==> src/coap_pkg.sv <==
// Package: shared constants for the CoAP message parser.
`default_nettype none
package coap_pkg;

  localparam int MaxOptions = 16;
  localparam int OptCntW = $clog2(MaxOptions + 1);

  localparam logic [2:0] RoleHeader  = 3'd0;
  localparam logic [2:0] RoleToken   = 3'd1;
  localparam logic [2:0] RoleOptHead = 3'd2;
  localparam logic [2:0] RoleOptExt  = 3'd3;
  localparam logic [2:0] RoleOptVal  = 3'd4;
  localparam logic [2:0] RoleMarker  = 3'd5;
  localparam logic [2:0] RolePayload = 3'd6;
  localparam logic [2:0] RoleIgnored = 3'd7;

  localparam logic [2:0] StOk        = 3'd0;
  localparam logic [2:0] StHdrShort  = 3'd1;
  localparam logic [2:0] StVersion   = 3'd2;
  localparam logic [2:0] StToken     = 3'd3;
  localparam logic [2:0] StOptShort  = 3'd4;
  localparam logic [2:0] StDelta15   = 3'd5;
  localparam logic [2:0] StLength15  = 3'd6;
  localparam logic [2:0] StOptBig    = 3'd7;

  localparam logic [7:0]  PayloadMarker = 8'hFF;
  localparam logic [3:0]  Nib13 = 4'd13;
  localparam logic [3:0]  Nib14 = 4'd14;
  localparam logic [3:0]  Nib15 = 4'd15;
  localparam logic [15:0] Ext1Off = 16'd13;
  localparam logic [15:0] Ext2Off = 16'd269;
  localparam logic [3:0]  MaxTokenLen = 4'd8;

endpackage
`default_nettype wire

==> src/coap_message_parser.sv <==
// CoAP message parser: header, token and option framing, one beat per byte.
// The result beat of each accepted input beat is registered and appears in the next cycle.
// Throughput: one byte per cycle; the parse step sits between the parser state and
// a single result register; input stalls only while that result waits on out_stall_i.
// Reset (rst_ni low, asynchronous): parser returns to the header phase, no result valid.
// Parser state also returns to its reset values after each final byte.
`default_nettype none
module coap_message_parser import coap_pkg::*; (
  input  wire logic        clk_i,
  input  wire logic        rst_ni,
  input  wire logic        in_valid_i,
  output logic             in_stall_o,
  input  wire logic [7:0]  in_byte_i,
  input  wire logic        in_last_i,
  output logic             out_valid_o,
  input  wire logic        out_stall_i,
  output logic [2:0]       role_o,
  output logic [7:0]       out_byte_o,
  output logic [15:0]      option_number_o,
  output logic [3:0]       option_slot_o,
  output logic [15:0]      option_length_o,
  output logic             message_end_o,
  output logic [2:0]       status_o,
  output logic [1:0]       message_type_o,
  output logic [3:0]       token_length_o,
  output logic [7:0]       message_code_o,
  output logic [15:0]      message_id_o,
  output logic [4:0]       option_total_o
);

  localparam logic [2:0] PhHeader  = 3'd0;
  localparam logic [2:0] PhToken   = 3'd1;
  localparam logic [2:0] PhHead    = 3'd2;
  localparam logic [2:0] PhExt     = 3'd3;
  localparam logic [2:0] PhValue   = 3'd4;
  localparam logic [2:0] PhPayload = 3'd5;
  localparam logic [2:0] PhIgnore  = 3'd6;

  logic [2:0]         phase_q, phase_d;
  logic [1:0]         header_pos_q, header_pos_d;
  logic [3:0]         token_left_q, token_left_d;
  logic [1:0]         delta_mode_q, delta_mode_d;
  logic [1:0]         length_mode_q, length_mode_d;
  logic [1:0]         ext_count_q, ext_count_d;
  logic [15:0]        delta_acc_q, delta_acc_d;
  logic [15:0]        length_acc_q, length_acc_d;
  logic [15:0]        running_q, running_d;
  logic [15:0]        value_left_q, value_left_d;
  logic [OptCntW-1:0] seen_q, seen_d;
  logic [2:0]         err_q, err_d;
  logic [1:0]         mtype_q, mtype_d;
  logic [3:0]         tkl_q, tkl_d;
  logic [7:0]         code_q, code_d;
  logic [15:0]        mid_q, mid_d;

  logic        out_valid_q;
  logic [2:0]  role_q, role_d;
  logic [7:0]  byte_q;
  logic [15:0] num_q, num_d;
  logic [3:0]  slot_q, slot_d;
  logic [15:0] len_q, len_d;
  logic        end_q;
  logic [2:0]  status_q, status_d;
  logic [1:0]  otype_q, otype_d;
  logic [3:0]  otkl_q, otkl_d;
  logic [7:0]  ocode_q, ocode_d;
  logic [15:0] omid_q, omid_d;
  logic [4:0]  ototal_q, ototal_d;

  logic accept;
  logic [3:0] dn, ln;
  logic [31:0] seen_ext;
  logic dd_go, hd_go, cmp_go;

  assign in_stall_o = out_valid_q & out_stall_i;
  assign accept     = in_valid_i & ~in_stall_o;
  assign dn         = in_byte_i[7:4];
  assign ln         = in_byte_i[3:0];
  assign seen_ext   = 32'(seen_q);

  always_comb begin
    phase_d       = phase_q;
    header_pos_d  = header_pos_q;
    token_left_d  = token_left_q;
    delta_mode_d  = delta_mode_q;
    length_mode_d = length_mode_q;
    ext_count_d   = ext_count_q;
    delta_acc_d   = delta_acc_q;
    length_acc_d  = length_acc_q;
    running_d     = running_q;
    value_left_d  = value_left_q;
    seen_d        = seen_q;
    err_d         = err_q;
    mtype_d       = mtype_q;
    tkl_d         = tkl_q;
    code_d        = code_q;
    mid_d         = mid_q;
    role_d        = RoleIgnored;
    num_d         = '0;
    slot_d        = '0;
    len_d         = '0;
    dd_go         = 1'b0;
    hd_go         = 1'b0;
    cmp_go        = 1'b0;

    case (phase_q)
      PhHeader: begin
        role_d = RoleHeader;
        case (header_pos_q)
          2'd0: begin
            if (in_byte_i[7:6] != 2'd1) err_d = StVersion;
            mtype_d = in_byte_i[5:4];
            tkl_d   = in_byte_i[3:0];
          end
          2'd1: code_d = in_byte_i;
          2'd2: mid_d[15:8] = in_byte_i;
          default: mid_d[7:0] = in_byte_i;
        endcase
        if (header_pos_q == 2'd3) begin
          header_pos_d = 2'd0;
          if (err_q != StOk) begin
            phase_d = PhIgnore;
          end else if (tkl_q > MaxTokenLen) begin
            err_d   = StToken;
            phase_d = PhIgnore;
          end else begin
            token_left_d = tkl_q;
            phase_d      = (tkl_q != 4'd0) ? PhToken : PhHead;
          end
        end else begin
          header_pos_d = header_pos_q + 2'd1;
        end
      end
      PhToken: begin
        role_d       = RoleToken;
        token_left_d = token_left_q - 4'd1;
        if (token_left_d == 4'd0) phase_d = PhHead;
      end
      PhHead: begin
        if (in_byte_i == PayloadMarker) begin
          role_d  = RoleMarker;
          phase_d = PhPayload;
        end else if (seen_ext >= 32'(MaxOptions)) begin
          role_d  = RoleIgnored;
          phase_d = PhIgnore;
        end else begin
          role_d        = RoleOptHead;
          delta_mode_d  = (dn == Nib13) ? 2'd1 : (dn == Nib14) ? 2'd2 : 2'd0;
          delta_acc_d   = (dn < Nib13) ? {12'd0, dn} : 16'd0;
          length_mode_d = (ln == Nib13) ? 2'd1 : (ln == Nib14) ? 2'd2 :
                          (ln == Nib15) ? 2'd3 : 2'd0;
          length_acc_d  = (ln < Nib13) ? {12'd0, ln} : 16'd0;
          num_d         = running_q + delta_acc_d;
          slot_d        = seen_ext[3:0];
          len_d         = length_acc_d;
          if (dn == Nib15) begin
            err_d   = StDelta15;
            phase_d = PhIgnore;
          end else if (delta_mode_d != 2'd0) begin
            ext_count_d = delta_mode_d;
            phase_d     = PhExt;
          end else begin
            dd_go = 1'b1;
          end
        end
      end
      PhExt: begin
        role_d = RoleOptExt;
        slot_d = seen_ext[3:0];
        if (delta_mode_q != 2'd0) begin
          if (ext_count_q == 2'd2) begin
            delta_acc_d = {in_byte_i, 8'd0};
            ext_count_d = 2'd1;
          end else begin
            delta_acc_d  = (delta_mode_q == 2'd1) ? ({8'd0, in_byte_i} + Ext1Off)
                                                  : ((delta_acc_q | {8'd0, in_byte_i}) + Ext2Off);
            delta_mode_d = 2'd0;
            ext_count_d  = 2'd0;
            dd_go        = 1'b1;
          end
          num_d = running_q + delta_acc_d;
          len_d = length_acc_q;
        end else begin
          if (ext_count_q == 2'd2) begin
            length_acc_d = {in_byte_i, 8'd0};
            ext_count_d  = 2'd1;
          end else begin
            length_acc_d  = (length_mode_q == 2'd1) ? ({8'd0, in_byte_i} + Ext1Off)
                                                    : ((length_acc_q | {8'd0, in_byte_i}) + Ext2Off);
            length_mode_d = 2'd0;
            ext_count_d   = 2'd0;
            hd_go         = 1'b1;
          end
          num_d = running_q + delta_acc_q;
          len_d = length_acc_d;
        end
      end
      PhValue: begin
        role_d       = RoleOptVal;
        num_d        = running_q + delta_acc_q;
        slot_d       = seen_ext[3:0];
        len_d        = length_acc_q;
        value_left_d = value_left_q - 16'd1;
        if (value_left_d == 16'd0) cmp_go = 1'b1;
      end
      PhPayload: role_d = RolePayload;
      default:   role_d = RoleIgnored;
    endcase

    // delta complete: dispatch on the length nibble
    if (dd_go) begin
      if (length_mode_d == 2'd3) begin
        err_d   = StLength15;
        phase_d = PhIgnore;
      end else if (length_mode_d != 2'd0) begin
        ext_count_d = length_mode_d;
        phase_d     = PhExt;
      end else begin
        hd_go = 1'b1;
      end
    end
    if (hd_go) begin
      if (length_acc_d == 16'd0) begin
        cmp_go = 1'b1;
      end else begin
        value_left_d = length_acc_d;
        phase_d      = PhValue;
      end
    end
    if (cmp_go) begin
      running_d    = running_q + delta_acc_d;
      seen_d       = seen_q + OptCntW'(1);
      delta_acc_d  = '0;
      length_acc_d = '0;
      phase_d      = PhHead;
    end

    status_d   = StOk;
    otype_d    = '0;
    otkl_d     = '0;
    ocode_d    = '0;
    omid_d     = '0;
    ototal_d   = '0;
    if (in_last_i) begin
      if (phase_d == PhHeader)   status_d = StHdrShort;
      else if (err_d != StOk)    status_d = err_d;
      else if (phase_d == PhToken) status_d = StToken;
      else if (phase_d == PhExt)   status_d = StOptShort;
      else if (phase_d == PhValue) status_d = StOptBig;
      else                         status_d = StOk;
      otype_d  = mtype_d;
      otkl_d   = tkl_d;
      ocode_d  = code_d;
      omid_d   = mid_d;
      ototal_d = 5'(seen_d);
      phase_d       = PhHeader;
      header_pos_d  = '0;
      token_left_d  = '0;
      delta_mode_d  = '0;
      length_mode_d = '0;
      ext_count_d   = '0;
      delta_acc_d   = '0;
      length_acc_d  = '0;
      running_d     = '0;
      value_left_d  = '0;
      seen_d        = '0;
      err_d         = StOk;
      mtype_d       = '0;
      tkl_d         = '0;
      code_d        = '0;
      mid_d         = '0;
    end
  end

  always_ff @(posedge clk_i or negedge rst_ni) begin
    if (!rst_ni) begin
      phase_q       <= PhHeader;
      header_pos_q  <= '0;
      token_left_q  <= '0;
      delta_mode_q  <= '0;
      length_mode_q <= '0;
      ext_count_q   <= '0;
      delta_acc_q   <= '0;
      length_acc_q  <= '0;
      running_q     <= '0;
      value_left_q  <= '0;
      seen_q        <= '0;
      err_q         <= StOk;
      mtype_q       <= '0;
      tkl_q         <= '0;
      code_q        <= '0;
      mid_q         <= '0;
    end else if (accept) begin
      phase_q       <= phase_d;
      header_pos_q  <= header_pos_d;
      token_left_q  <= token_left_d;
      delta_mode_q  <= delta_mode_d;
      length_mode_q <= length_mode_d;
      ext_count_q   <= ext_count_d;
      delta_acc_q   <= delta_acc_d;
      length_acc_q  <= length_acc_d;
      running_q     <= running_d;
      value_left_q  <= value_left_d;
      seen_q        <= seen_d;
      err_q         <= err_d;
      mtype_q       <= mtype_d;
      tkl_q         <= tkl_d;
      code_q        <= code_d;
      mid_q         <= mid_d;
    end
  end

  always_ff @(posedge clk_i or negedge rst_ni) begin
    if (!rst_ni) begin
      out_valid_q <= 1'b0;
    end else if (accept) begin
      out_valid_q <= 1'b1;
    end else if (!out_stall_i) begin
      out_valid_q <= 1'b0;
    end
  end

  always_ff @(posedge clk_i) begin
    if (accept) begin
      role_q   <= role_d;
      byte_q   <= in_byte_i;
      num_q    <= num_d;
      slot_q   <= slot_d;
      len_q    <= len_d;
      end_q    <= in_last_i;
      status_q <= status_d;
      otype_q  <= otype_d;
      otkl_q   <= otkl_d;
      ocode_q  <= ocode_d;
      omid_q   <= omid_d;
      ototal_q <= ototal_d;
    end
  end

  assign out_valid_o     = out_valid_q;
  assign role_o          = role_q;
  assign out_byte_o      = byte_q;
  assign option_number_o = num_q;
  assign option_slot_o   = slot_q;
  assign option_length_o = len_q;
  assign message_end_o   = end_q;
  assign status_o        = status_q;
  assign message_type_o  = otype_q;
  assign token_length_o  = otkl_q;
  assign message_code_o  = ocode_q;
  assign message_id_o    = omid_q;
  assign option_total_o  = ototal_q;

  a_end_resets: assert property (@(posedge clk_i) disable iff (!rst_ni)
    accept && in_last_i |=> phase_q == PhHeader && seen_q == '0 && err_q == StOk)
    else $error("parser state not cleared after final byte");

  a_mid_fields_zero: assert property (@(posedge clk_i) disable iff (!rst_ni)
    out_valid_o && !message_end_o |-> status_o == StOk && option_total_o == 5'd0 &&
    message_id_o == 16'd0)
    else $error("message fields set on a non-final beat");

  a_opt_fields_zero: assert property (@(posedge clk_i) disable iff (!rst_ni)
    out_valid_o && role_o != RoleOptHead && role_o != RoleOptExt && role_o != RoleOptVal
    |-> option_number_o == 16'd0 && option_length_o == 16'd0 && option_slot_o == 4'd0)
    else $error("option fields set on a non-option beat");

endmodule
`default_nettype wire

==> config.mk <==
export PLATFORM = sky130hd
export DESIGN_NAME = coap_message_parser
export DESIGN_NICKNAME = d
export VERILOG_FILES = /design/src/coap_pkg.sv /design/src/coap_message_parser.sv
export SDC_FILE = /design/constraint.sdc
export NUM_CORES = 1
export LEC_CHECK = 0
export ABC_AREA = 1
export BUFFER_PORTS_ARGS = -buffer_cell sky130_fd_sc_hd__buf_2
export CELL_PAD_IN_SITES_DETAIL_PLACEMENT = 1
export CELL_PAD_IN_SITES_GLOBAL_PLACEMENT = 2
export CORE_ASPECT_RATIO = 1.25
export CORE_UTILIZATION = 33
export CTS_CLUSTER_SIZE = 20
export DETAILED_ROUTE_END_ITERATION = 10
export GPL_TIMING_DRIVEN = 0
export PLACE_DENSITY_LB_ADDON = 0.1
export SYNTH_ARGS = -nofsm -noshare
export SYNTH_HDL_FRONTEND = slang
export SYNTH_SLANG_ARGS = --single-unit
==> constraint.sdc <==
create_clock -name clk_i -period 4.3 [get_ports clk_i]
set_clock_uncertainty 0.1 [all_clocks]
set_input_delay 0.645 -clock clk_i [delete_from_list [all_inputs] [get_ports clk_i]]
set_output_delay 0.645 -clock clk_i [all_outputs]
set_load 0.05 [all_outputs]
==> impl_metrics.ini <==
[status]
status = complete, but fails checks
failed_checks = negative hold slack

[global_routing]
overflow = 0
grt_max_degree = 65
track_usage_pct = 25.8
grt_pass1_wl_um = 83800
grt_pass1_vias = 14189
antenna_found_initial = 1

[floorplan]
fp.dieH_um = 231
die_w_um = 185
die_area_um2 = 42700
fp.coreArea_um2 = 41100
ios = 101
row_count = 83
start_util_pct = 33.6

[drt]
drt_first_pass_iters = 5
drtIter0Drc = 642
post_drt_via_cell_ratio = 5.30
via_count = 13540
wl_per_cell_um = 21.1
drc = 0
routed_wl_um = 53800
ant_nets = 0

[power]
p_int_uw = 4530
pwr-share-clk_pct = 23.9
combPwrFrac_pct = 44.1
powerDensity_nw_per_um2 = 514
power_leakage_uw = 0.00718
netSwitchingFraction_pct = 45.2
ir_drop_mv = 0.335
seqPwrFrac_pct = 31.9
p_switching_uw = 3740

[place]
port_buffers = 100
dpl.cell_count = 2498
hpwlAfterDp_um = 41600
place_area_um2 = 15100
finalWeightedCongestion = 0.902

[setup_path]
rr_endpoint = option_number_o[12]
crit_type = in -> reg
critPathLaunchType = primary input
required_ns = 4.48
path_cells = clkbuf_4 > clkinvlp_4 > buf_4 > ha_1 > nor2_1 > nor3_1 > inv_1 > fa_1 > inv_1 > nand2_1 > nand2_1 > a21oi_1 > or2_2 > nand2_1 > a21oi_1 > o21ai_1 > a31oi_1 > o21ai_1 > a21oi_1 > o21ai_0 > nand3_1
critPathMaxFanout = 7
worstSetupEndpoint = option_number_o[12]
r2r_slack_ns = 0.34
reg2reg_from = delta_mode_q[1]
crit_path_end_kind = register
crit_arrival_ns = 4.14
rr_worst_depth = 20
critPathMaxStageDelay_ns = 0.38
critPathSlowestCell = fa_1
critPathLaunch = in_byte_i[1]

[cts]
clock_path_buffers = 3
numCtsBuffers = 24
cts.clk_slew.worst_paths_ns = 0.06
tritoncts = built
clk_latency_ns = 0.56
cts_root_buf = clkbuf_16
htreeDepth = 1
holdBufCountCts = 0
clkSinkCount = 204

[timing]
slew_viol_final = 0
period_share_pct = 92.2
finalHoldViolations = 5
relSlewSlack_pct = 33.5
setup_viol = 0
fmax_mhz = 252
holdWs_ns = -0.0168
rsz0062_at_grt = false
tightest_slew_ns = 0.997
fin_crit_ns = 3.96

[synth]
ys_warn_count = 0
ys_ff_latch = 204
syn-instance-count = 1844
synth_area_um2 = 13800
synth.distinct_cells = 55
synth_edf_count = 86
ys_async_sr_fraction_pct = 57.8
synth_ff_type = dfrtp_1
avgSynthCellArea_um2 = 7.48
syn-num-nets = 1926
ys_seq_area_share_pct = 40.1

[finish]
nets = 2066
layout.cells.non_filler = 2554
final_util_pct = 39.1
fill_cells = 5157
drive_gt1_share_pct = 13.0
final_area_um2 = 16100
n_antenna_cell = 0
syn2layout_area_growth_pct = 16.6

[flow_run]
max_cap_viol_count = 0

[worst_hold_path]
worst_hold_path_type = in -> async
synth_stat cells (3+ instances only):
cell type	count	area share [%]
buf_2	9	0.33
a21oi_1	98	3.6
nand3_1	124	4.5
nand3b_1	3	0.16
nand2_2	9	0.41
a21oi_2	5	0.32
o211ai_1	32	1.7
nand2_1	426	12
o21ai_2	10	0.63
nor3_1	20	0.73
edfxtp_1	86	19
ha_1	65	5.9
nor4_1	4	0.18
o31ai_1	3	0.16
o21ai_0	194	7.0
inv_1	196	5.3
fa_1	4	0.58
dfrtp_1	118	21
a211oi_1	5	0.27
o21bai_1	4	0.22
nand4_1	25	1.1
xnor2_1	8	0.51
nor2_4	4	0.33
nor2_1	199	5.4
or2_2	8	0.36
o221ai_1	11	0.70
clkbuf_1	41	1.1
clkinv_1	4	0.11
o2111ai_1	3	0.19
a31oi_1	5	0.23
nor2_2	8	0.36
o21ai_1	7	0.25
inv_2	12	0.33
o22ai_1	36	1.6
xor2_1	27	1.7
kinds of logic (layout without fill, tap and decap cells):
kind of cell	Yosys count	after routing	synth area share, %
buffers and inverters	267	425	7.48
adder cells (fa/ha/maj)	69	69	6.47
AND/OR/NAND/NOR	842	842	25.9
AO/OA/AOI/OAI	427	427	17.8
XOR/XNOR	35	35	2.22
flip-flops	204	204	40.1
layout make-up:
class | count | area, µm² | share of cell area, %
multi-input cells | 1373 | 7390 | 45.9
flip-flops and latches | 204 | 5540 | 34.4
clock inverters | 8 | 57.6 | 0.358
clock buffers | 36 | 677 | 4.21
well taps | 552 | 691 | 4.29
inverters | 212 | 811 | 5.04
plain buffers | 53 | 254 | 1.58
repair buffers | 116 | 672 | 4.18
worst max-delay path, delay by kind of cell:
family	cells	cell delay, ns
buffers and inverters	5	0.75
adders and majority gates	2	0.70
AOI/OAI and AO/OA	7	0.99
and+or+nand+nor	7	1.05
through the flow:
stage               worst slack (ns)  power (µW)  hold WS, ns  TNS (ns)
floorplan                      0.374        5180        0.249         0
global placement               -1.53        6160        0.363    -32.95
detailed placement             -1.56        6240        0.370    -25.48
CTS                          -0.0625        8270      0.00403    -0.132
global route                 0.00192        8800       0.0329         0
finish                         0.336        8260      -0.0168         0
power by group through the flow:
stage               Sequential [µW]  Combinational, µW  Clock [µW]
floorplan                      2910               2270           0
global placement               2660               3500           0
detailed placement             2670               3570           0
CTS                            2640               3600        2030
global route                   2680               4030        2090
finish                         2640               3650        1980
state kept, by name (all words and copies together) (netlist names), 3 cells and up:
register	count
code_q	8
delta_acc_q	16
err_q	3
length_acc_q	16
message_code_o	8
message_id_o	16
mid_q	16
option_length_o	16
option_number_o	16
option_slot_o	4
option_total_o	5
out_byte_o	8
phase_q	3
role_o	3
running_q	16
seen_q	5
status_o	3
tkl_q	4
token_left_q	4
token_length_o	4
value_left_q	16
how the worst min path moves through the flow:
stage                      end  slack, ns
2_1_floorplan        code_q[0]       0.25
3_3_place_gp          mid_q[4]       0.36
3_5_place_dp         code_q[3]       0.37
4_1_cts        token_left_q[2]      0.004
5_1_grt        token_left_q[2]       0.03
6_report       token_left_q[2]      -0.02
repair_timing:
action	in CTS	in global routing
setup buffers	1	13
endpoints found under the setup margin	20	15
pin swaps	0	11
hold endpoints to repair	0	0
gates resized for setup	16	53
routing by layer:
| metal | GRT usage, % | share of wire [%] | vias up |
|---|---|---|---|
| met2 | 46.5 | 51 | 242 |
| met5 | 0 | 0 | - |
| met4 | 7.02 | 2.4 | 0 |
| met3 | 2.13 | 3.4 | 74 |
| li1 | - | - | 6535 |
| met1 | 32.5 | 44 | 6689 |
cell usage in the layout, fill, tap and decap left out, types with 20 or more instances in the layout:
cell       Yosys  final
o211ai_1      32     32
buf_2          9    105
nand4_1       25     25
ha_1          65     61
xor2_1        27     27
nor2_1       199    195
inv_1        196    193
nor3_1        20     20
o22ai_1       36     36
nand3_1      124    124
o21ai_0      194    187
nand2_1      426    422
edfxtp_1      86     86
dfrtp_1      118    117
clkbuf_1      41     44
a21oi_1       98     92
clkbuf_16      0     25
Power figures use the tool's default switching activity.
